<file path="src/hw/rtl/tpaf_pkg.sv">
`default_nettype none

package tpaf_pkg;

    // Sample width and the fixed-point scale that maps a level to a delay load
    localparam int ADC_BITS   = 10;
    localparam int LOAD_SCALE = 260;
    localparam int LOAD_ROUND = (1 << (ADC_BITS - 1)) - 1;
    localparam int PROD_W     = ADC_BITS + 9;
    localparam int CFG_DATA_W = 10;
    localparam int CFG_IDX_W  = 3;

    // Commands
    localparam logic [1:0] CMD_TICK   = 2'd0;
    localparam logic [1:0] CMD_ZCROSS = 2'd1;
    localparam logic [1:0] CMD_SAMPLE = 2'd2;

    // Configuration register indexes
    localparam logic [CFG_IDX_W-1:0] REG_LOW_CUT   = 3'd0;
    localparam logic [CFG_IDX_W-1:0] REG_HIGH_CUT  = 3'd1;
    localparam logic [CFG_IDX_W-1:0] REG_PRESCALE  = 3'd2;
    localparam logic [CFG_IDX_W-1:0] REG_POSTSCALE = 3'd3;
    localparam logic [CFG_IDX_W-1:0] REG_PULSE_LEN = 3'd4;

    typedef enum logic [1:0] {
        MODE_PHASE = 2'd0,
        MODE_OFF   = 2'd1,
        MODE_ON    = 2'd2
    } mode_t;

    typedef struct packed {
        logic [1:0]          command;
        logic [ADC_BITS-1:0] adc_value;
    } in_word_t;

    typedef struct packed {
        logic       gate;
        logic [1:0] mode;
        logic [7:0] delay_load;
    } out_word_t;

    typedef struct packed {
        logic [ADC_BITS-1:0] low_cut;
        logic [ADC_BITS-1:0] high_cut;
        logic [4:0]          prescale_div;
        logic [4:0]          postscale_div;
        logic [7:0]          pulse_len;
    } cfg_t;

    typedef struct packed {
        mode_t      mode;
        logic [7:0] load;
    } sample_t;

    // Zero acts as one, anything above 16 as 16
    function automatic logic [4:0] clamp_div(input logic [4:0] d);
        logic [4:0] r;
        if (d == 5'd0) begin
            r = 5'd1;
        end else if (d > 5'd16) begin
            r = 5'd16;
        end else begin
            r = d;
        end
        return r;
    endfunction

endpackage

`default_nettype wire

</file>
<file path="src/hw/rtl/tpaf_sample_decode.sv">
`default_nettype none

module tpaf_sample_decode (
    input  wire logic [tpaf_pkg::ADC_BITS-1:0] adc_value,
    input  wire tpaf_pkg::cfg_t                cfg,
    output tpaf_pkg::sample_t                  sample
);
    import tpaf_pkg::*;

    logic [PROD_W-1:0]          prod;
    logic [PROD_W-ADC_BITS-1:0] load_wide;

    // Scale the level to a delay load, rounding just below half
    assign prod      = PROD_W'(adc_value) * PROD_W'(LOAD_SCALE) + PROD_W'(LOAD_ROUND);
    assign load_wide = prod[PROD_W-1:ADC_BITS];

    always_comb begin
        if (adc_value <= cfg.low_cut) begin
            sample.mode = MODE_OFF;
        end else if (adc_value >= cfg.high_cut) begin
            sample.mode = MODE_ON;
        end else begin
            sample.mode = MODE_PHASE;
        end
        sample.load = (load_wide > (PROD_W-ADC_BITS)'(255)) ? 8'hFF : load_wide[7:0];
    end

endmodule

`default_nettype wire

</file>
<file path="src/hw/rtl/tpaf_phase_timer.sv">
`default_nettype none

module tpaf_phase_timer (
    input  wire logic                aclk,
    input  wire logic                aresetn,
    input  wire logic                en,
    input  wire logic [1:0]          command,
    input  wire tpaf_pkg::sample_t   sample,
    input  wire tpaf_pkg::cfg_t      cfg,
    output tpaf_pkg::out_word_t      result
);
    import tpaf_pkg::*;

    mode_t      mode_reg,      mode_next;
    logic [7:0] load_reg,      load_next;
    logic       running_reg,   running_next;
    logic [3:0] pre_cnt_reg,   pre_cnt_next;
    logic [7:0] per_cnt_reg,   per_cnt_next;
    logic [3:0] post_cnt_reg,  post_cnt_next;
    logic [7:0] pulse_cnt_reg, pulse_cnt_next;
    logic       gate_reg,      gate_next;

    logic [4:0] pre_inc;
    logic [4:0] post_inc;

    assign pre_inc  = {1'b0, pre_cnt_reg} + 5'd1;
    assign post_inc = {1'b0, post_cnt_reg} + 5'd1;

    always_comb begin
        mode_next      = mode_reg;
        load_next      = load_reg;
        running_next   = running_reg;
        pre_cnt_next   = pre_cnt_reg;
        per_cnt_next   = per_cnt_reg;
        post_cnt_next  = post_cnt_reg;
        pulse_cnt_next = pulse_cnt_reg;
        gate_next      = gate_reg;

        case (command)
            CMD_TICK: begin
                if (mode_reg == MODE_PHASE) begin
                    if (pulse_cnt_reg != 8'd0) begin
                        pulse_cnt_next = pulse_cnt_reg - 8'd1;
                        if (pulse_cnt_reg == 8'd1) begin
                            gate_next = 1'b0;
                        end
                    end
                    if (running_reg) begin
                        if (pre_inc < clamp_div(cfg.prescale_div)) begin
                            pre_cnt_next = pre_inc[3:0];
                        end else begin
                            pre_cnt_next = 4'd0;
                            if (per_cnt_reg < load_reg) begin
                                per_cnt_next = per_cnt_reg + 8'd1;
                            end else begin
                                per_cnt_next = 8'd0;
                                if (post_inc < clamp_div(cfg.postscale_div)) begin
                                    post_cnt_next = post_inc[3:0];
                                end else begin
                                    // fire: start the gate pulse
                                    post_cnt_next  = 4'd0;
                                    running_next   = 1'b0;
                                    gate_next      = 1'b1;
                                    pulse_cnt_next = (cfg.pulse_len == 8'd0) ? 8'd1
                                                                             : cfg.pulse_len;
                                end
                            end
                        end
                    end
                end
            end
            CMD_ZCROSS: begin
                if (mode_reg == MODE_PHASE) begin
                    running_next   = 1'b1;
                    pre_cnt_next   = 4'd0;
                    per_cnt_next   = 8'd0;
                    post_cnt_next  = 4'd0;
                    pulse_cnt_next = 8'd0;
                    gate_next      = 1'b0;
                end
            end
            CMD_SAMPLE: begin
                if (sample.mode != mode_reg) begin
                    running_next   = 1'b0;
                    pre_cnt_next   = 4'd0;
                    per_cnt_next   = 8'd0;
                    post_cnt_next  = 4'd0;
                    pulse_cnt_next = 8'd0;
                end
                mode_next = sample.mode;
                case (sample.mode)
                    MODE_OFF:   gate_next = 1'b0;
                    MODE_ON:    gate_next = 1'b1;
                    default:    load_next = sample.load;
                endcase
            end
            default: begin
            end
        endcase
    end

    always_ff @(posedge aclk) begin
        if (!aresetn) begin
            mode_reg      <= MODE_PHASE;
            load_reg      <= 8'd0;
            running_reg   <= 1'b0;
            pre_cnt_reg   <= 4'd0;
            per_cnt_reg   <= 8'd0;
            post_cnt_reg  <= 4'd0;
            pulse_cnt_reg <= 8'd0;
            gate_reg      <= 1'b0;
        end else if (en) begin
            mode_reg      <= mode_next;
            load_reg      <= load_next;
            running_reg   <= running_next;
            pre_cnt_reg   <= pre_cnt_next;
            per_cnt_reg   <= per_cnt_next;
            post_cnt_reg  <= post_cnt_next;
            pulse_cnt_reg <= pulse_cnt_next;
            gate_reg      <= gate_next;
        end
    end

    assign result.gate       = gate_next;
    assign result.mode       = mode_next;
    assign result.delay_load = load_next;

    // A delay and a gate pulse never run together
    a_delay_pulse_excl: assert property (@(posedge aclk) disable iff (!aresetn)
        running_reg |-> (pulse_cnt_reg == 8'd0))
        else $error("delay running while gate pulse active");

    // Held modes carry no timing
    a_held_idle: assert property (@(posedge aclk) disable iff (!aresetn)
        (mode_reg != MODE_PHASE) |-> (!running_reg && pulse_cnt_reg == 8'd0))
        else $error("timing active in a held mode");

    a_off_gate_low: assert property (@(posedge aclk) disable iff (!aresetn)
        (mode_reg == MODE_OFF) |-> !gate_reg)
        else $error("gate high while held off");

    a_on_gate_high: assert property (@(posedge aclk) disable iff (!aresetn)
        (mode_reg == MODE_ON) |-> gate_reg)
        else $error("gate low while held on");

endmodule

`default_nettype wire

</file>
<file path="src/hw/rtl/triac_phase_angle_firing.sv">
`default_nettype none

// A result word is registered and appears on m_data in the cycle after its input word is accepted.
// One word per cycle while the output slot is empty or drains; the state update and output
// register both load on the accepting edge, so back-to-back ticks keep phase timing exact.
// Reset (aresetn low, synchronous): phase mode, zero load, timers idle, gate low,
// no result pending, configuration registers back to their default values.
module triac_phase_angle_firing (
    input  wire logic                              aclk,
    input  wire logic                              aresetn,
    // input word channel
    input  wire logic                              s_valid,
    output logic                                   s_ready,
    input  wire tpaf_pkg::in_word_t                s_data,
    // result word channel
    output logic                                   m_valid,
    input  wire logic                              m_ready,
    output tpaf_pkg::out_word_t                    m_data,
    // configuration write port
    input  wire logic                              cfg_we,
    input  wire logic [tpaf_pkg::CFG_IDX_W-1:0]    cfg_index,
    input  wire logic [tpaf_pkg::CFG_DATA_W-1:0]   cfg_data
);
    import tpaf_pkg::*;

    cfg_t      cfg_reg;
    sample_t   sample;
    out_word_t result;
    out_word_t m_data_reg;
    logic      m_valid_reg;
    logic      s_accept;

    // Take a new word whenever the output slot is empty or drains this cycle
    assign s_ready  = !m_valid_reg || m_ready;
    assign s_accept = s_valid && s_ready;

    // Configuration registers; writes to unknown indexes drop silently
    always_ff @(posedge aclk) begin
        if (!aresetn) begin
            cfg_reg.low_cut       <= ADC_BITS'(51);
            cfg_reg.high_cut      <= ADC_BITS'(973);
            cfg_reg.prescale_div  <= 5'd4;
            cfg_reg.postscale_div <= 5'd8;
            cfg_reg.pulse_len     <= 8'd20;
        end else if (cfg_we) begin
            case (cfg_index)
                REG_LOW_CUT:   cfg_reg.low_cut       <= cfg_data[ADC_BITS-1:0];
                REG_HIGH_CUT:  cfg_reg.high_cut      <= cfg_data[ADC_BITS-1:0];
                REG_PRESCALE:  cfg_reg.prescale_div  <= cfg_data[4:0];
                REG_POSTSCALE: cfg_reg.postscale_div <= cfg_data[4:0];
                REG_PULSE_LEN: cfg_reg.pulse_len     <= cfg_data[7:0];
                default: begin
                end
            endcase
        end
    end

    // Classify the sample level and compute its delay load
    tpaf_sample_decode u_decode (
        .adc_value (s_data.adc_value),
        .cfg       (cfg_reg),
        .sample    (sample)
    );

    // Mode, delay and pulse timing; advance only on an accepted word
    tpaf_phase_timer u_timer (
        .aclk    (aclk),
        .aresetn (aresetn),
        .en      (s_accept),
        .command (s_data.command),
        .sample  (sample),
        .cfg     (cfg_reg),
        .result  (result)
    );

    // Output register: hold the result until the consumer takes it
    always_ff @(posedge aclk) begin
        if (!aresetn) begin
            m_valid_reg <= 1'b0;
        end else if (s_accept) begin
            m_valid_reg <= 1'b1;
        end else if (m_ready) begin
            m_valid_reg <= 1'b0;
        end
    end

    always_ff @(posedge aclk) begin
        if (s_accept) begin
            m_data_reg <= result;
        end
    end

    assign m_valid = m_valid_reg;
    assign m_data  = m_data_reg;

endmodule

`default_nettype wire
</file>
<file path="config.mk">
export PLATFORM = sky130hd
export DESIGN_NAME = triac_phase_angle_firing
export DESIGN_NICKNAME = d
export VERILOG_FILES = /design/src/hw/rtl/tpaf_pkg.sv /design/src/hw/rtl/tpaf_sample_decode.sv /design/src/hw/rtl/tpaf_phase_timer.sv /design/src/hw/rtl/triac_phase_angle_firing.sv
export SDC_FILE = /design/constraint.sdc
export NUM_CORES = 1
export LEC_CHECK = 0
export BUFFER_PORTS_ARGS = -buffer_cell sky130_fd_sc_hd__buf_2
export CAP_MARGIN = 40
export CORE_ASPECT_RATIO = 0.8
export CORE_UTILIZATION = 50
export CTS_CLUSTER_DIAMETER = 80
export CTS_CLUSTER_SIZE = 30
export DETAILED_ROUTE_END_ITERATION = 12
export GPL_TIMING_DRIVEN = 0
export PLACE_DENSITY = 0.75
export RECOVER_POWER = 100
export SETUP_SLACK_MARGIN = 0.1
export SYNTH_ARGS = -nofsm -noshare
export SYNTH_HDL_FRONTEND = slang
export SYNTH_SLANG_ARGS = --single-unit
</file>
<file path="constraint.sdc">
create_clock -name aclk -period 3.4 [get_ports aclk]
set_clock_uncertainty 0.1 [all_clocks]
set_input_delay 0.34 -clock aclk [delete_from_list [all_inputs] [get_ports aclk]]
set_output_delay 0.34 -clock aclk [all_outputs]
set_load 0.05 [all_outputs]
</file>
==> flow_summary.yaml <==
critical_path:
  rrSetupSlack_ps: 280
  crit_type: "flop to flop"
  crit_cells: 13
  cp-endpoint: "u_timer.pulse_cnt_reg[0]$_SDFFE_PN0P_"
  reg2reg_from: "u_timer.post_cnt_reg[0]$_SDFFE_PN0P_"
  crit_arrival_ps: 3250
  critical_path.cell_chain: "ha_1 > nor2b_1 > or2_2 > ha_1 > nand2_1 > nor3_1 > a211oi_1 > o21ai_1 > o2111a_1 > clkbuf_2 > nor3b_1 > o211ai_1 > o31ai_1"
  start_kind: "flop"
  path_buf_inv: 1
  r2r_cells: 13
  crit_path_start: "u_timer.post_cnt_reg[0]$_SDFFE_PN0P_"
  rr_endpoint: "u_timer.pulse_cnt_reg[0]$_SDFFE_PN0P_"
  cp_common_cell: "ha_1"
  slowest_delay_ps: 380
  cp_max_fo: 10
  end_kind: "flop"
  required_ps: 3530
  path_delay_family: "compound AO/OA/AOI/OAI gates"
  critPathSlowestCell: "o2111a_1"
detailed_routing:
  via_per_inst: 5.70
  drtIter0Drc: 333
  wire_per_inst_um: 15.6
  routed_wl_mm: 12.9
  ant_nets: 0
  route.detailed.drc: 0
  vias: 4703
  drt_pass1_iterations: 5
synth:
  synth-seq-cells: 86
  synth_top_area_share_pct: 28.7
  netlist_top_cells_area: "dfxtp_1 (29%), ha_1 (13%), nand2_1 (7.7%), edfxtp_1 (6.3%), a21oi_1 (3.8%)"
  yosysTopAreaCell: "dfxtp_1"
  postSynthAreaPerCell_um2: 8.35
  syn-num-nets: 711
  synth.distinct_cells: 71
  synth_edf_count: 11
  ys_warn_count: 0
  synth-seq-area-share_pct: 35.0
  synthCells: 627
  async_flop_share_pct: 0
  synth_flop_cell: "dfxtp_1"
  syn_area_mm2: 0.00523
final_layout:
  fill_cells: 915
  largest_reg_flops: 38
  final_util_pct: 57.7
  syn_to_final_growth_pct: 12.5
  final_cell_mix: "nand2_1 (108), dfxtp_1 (75), ha_1 (53), inv_1 (45)"
  drive_above_1_share_pct: 9.49
  instances_no_fill: 825
  final_common_cell: "nand2_1"
  fin_nets: 764
  antenna_cells: 0
  fin_area_mm2: 0.00589
timing:
  tns_ps: 0
  min_period_ps: 3120
  fmax_mhz: 321
  setup_viol: 0
  whs_ps: 135
  max_slew_margin_pct: 50.7
  final.setup.worst_slack_ps: 280
  worst_pin_slew_ps: 735
  rsz0062_at_grt: "true"
  slew_violations: 0
  finalHoldViolCount: 0
  fin_crit_sh_pct: 91.8
hold_path:
  hold_class: "primary input to flop"
clock_tree:
  cts_max_level: 3
  clk_latency_ps: 340
  path_clk_slew_ps: 70
  postCtsSetupBuffers: 0
  cts-root-buf: "clkbuf_16"
  numCtsBuffers: 9
  cts_sinks: 86
  clk_path_buf_depth: 2
  tritoncts: "done"
global_route:
  grt_pass1_vias: 4313
  antenna_found_initial: 0
  grt_use_total_pct: 24.7
  grt_pass1_wl_mm: 20.8
  grt_max_degree: 17
  overflow: 0
outcome:
  status: "finished, final reports clean"
floorplan:
  rows: 33
  die_h_um: 93.5
  die_w_um: 116
  start_util_pct: 51.3
  ios: 43
  dieArea_mm2: 0.0109
  coreArea_mm2: 0.0102
placement:
  place_ws_ps: 101
  numPortBuffers: 42
  dpl_cell_area_mm2: 0.00562
  dp_cells: 809
  hpwl_mm: 9.97
  place_congestion: 0.874
pwr:
  ir_worst_vdd_mv: 0.209
  p_leak_nw: 2.46
  power_density_mw_per_mm2: 429
  finalPower_mw: 2.53
job:
  drv_cap: 0
## how the worst min path moves through the flow
stage	end	startpoint	cells past startpoint
finish	m_valid$_SDFFE_PN0P_	s_valid	3
global route	m_valid$_SDFFE_PN0P_	s_valid	3
CTS	m_valid$_SDFFE_PN0P_	s_valid	3
detailed placement	cfg_reg[31]$_SDFFE_PN0P_	cfg_reg[31]$_SDFFE_PN0P_	2
global placement	cfg_reg[0]$_SDFFE_PN0P_	cfg_reg[0]$_SDFFE_PN0P_	2
floorplan	cfg_reg[0]$_SDFFE_PN0P_	cfg_reg[0]$_SDFFE_PN0P_	2
## logic make-up after synthesis
logic type | count (synthesis) | share of synthesized area (%)
flops | 86 | 35.0
xor+xnor | 15 | 2.51
mux | 15 | 2.96
compound gates | 145 | 18.5
simple gates | 247 | 22.9
buf+inv | 65 | 5.07
fa+ha+maj | 54 | 13.1
## layer usage
layer,GRT usage (%),vias to the layer above,part of all wire (%)
met5,0,-,0
met4,8.55,0,1.7
met3,3.76,22,4.3
met2,40.3,129,47
met1,33.0,2220,47
li1,-,2332,-
## repair_timing
action,in CTS,in global routing
hold buffers,0,0
setup endpoints to repair,1,8
pin swaps,0,0
resized for setup,1,3
hold endpoints to repair,0,0
## Yosys cell counts, drive strengths merged (13+ instances only)
library cell    n
nand3          22
a21oi          42
inv            45
dfxtp          75
mux2i          14
ha             53
o21ai          22
clkbuf         13
nand2         108
xnor2          13
nor2           41
nor3           15
o211ai         13
## report_power, final
part / leakage, nW / internal, mW / switching [mW]
logic: 1.58 / 0.154 / 0.281
clock network: 0.154 / 0.573 / 0.437
registers: 0.719 / 1.06 / 0.0202
total: 2.46 / 1.79 / 0.738
## worst reg2reg max path, stage by stage (launching register included)
cell and delay [ps]:
dfxtp_1 360, ha_1 250, nor2b_1 160, or2_2 280
ha_1 300, nand2_1 60, nor3_1 180, a211oi_1 100
o21ai_1 280, o2111a_1 380, clkbuf_2 250, nor3b_1 70
o211ai_1 150, o31ai_1 90
## area by class of cell
cell class	count	area (um2)	share of cell area, %
Multi-Input combinational cell	476	3110	52.9
Clock inverter	5	46.3	0.786
Tap cell	140	175	2.97
Clock buffer	11	264	4.48
Inverter	46	173	2.93
Buffer	19	93.8	1.59
Sequential cell	86	1830	31.1
Timing Repair Buffer	42	191	3.25
No activity file was read; power rests on OpenSTA's default activity.
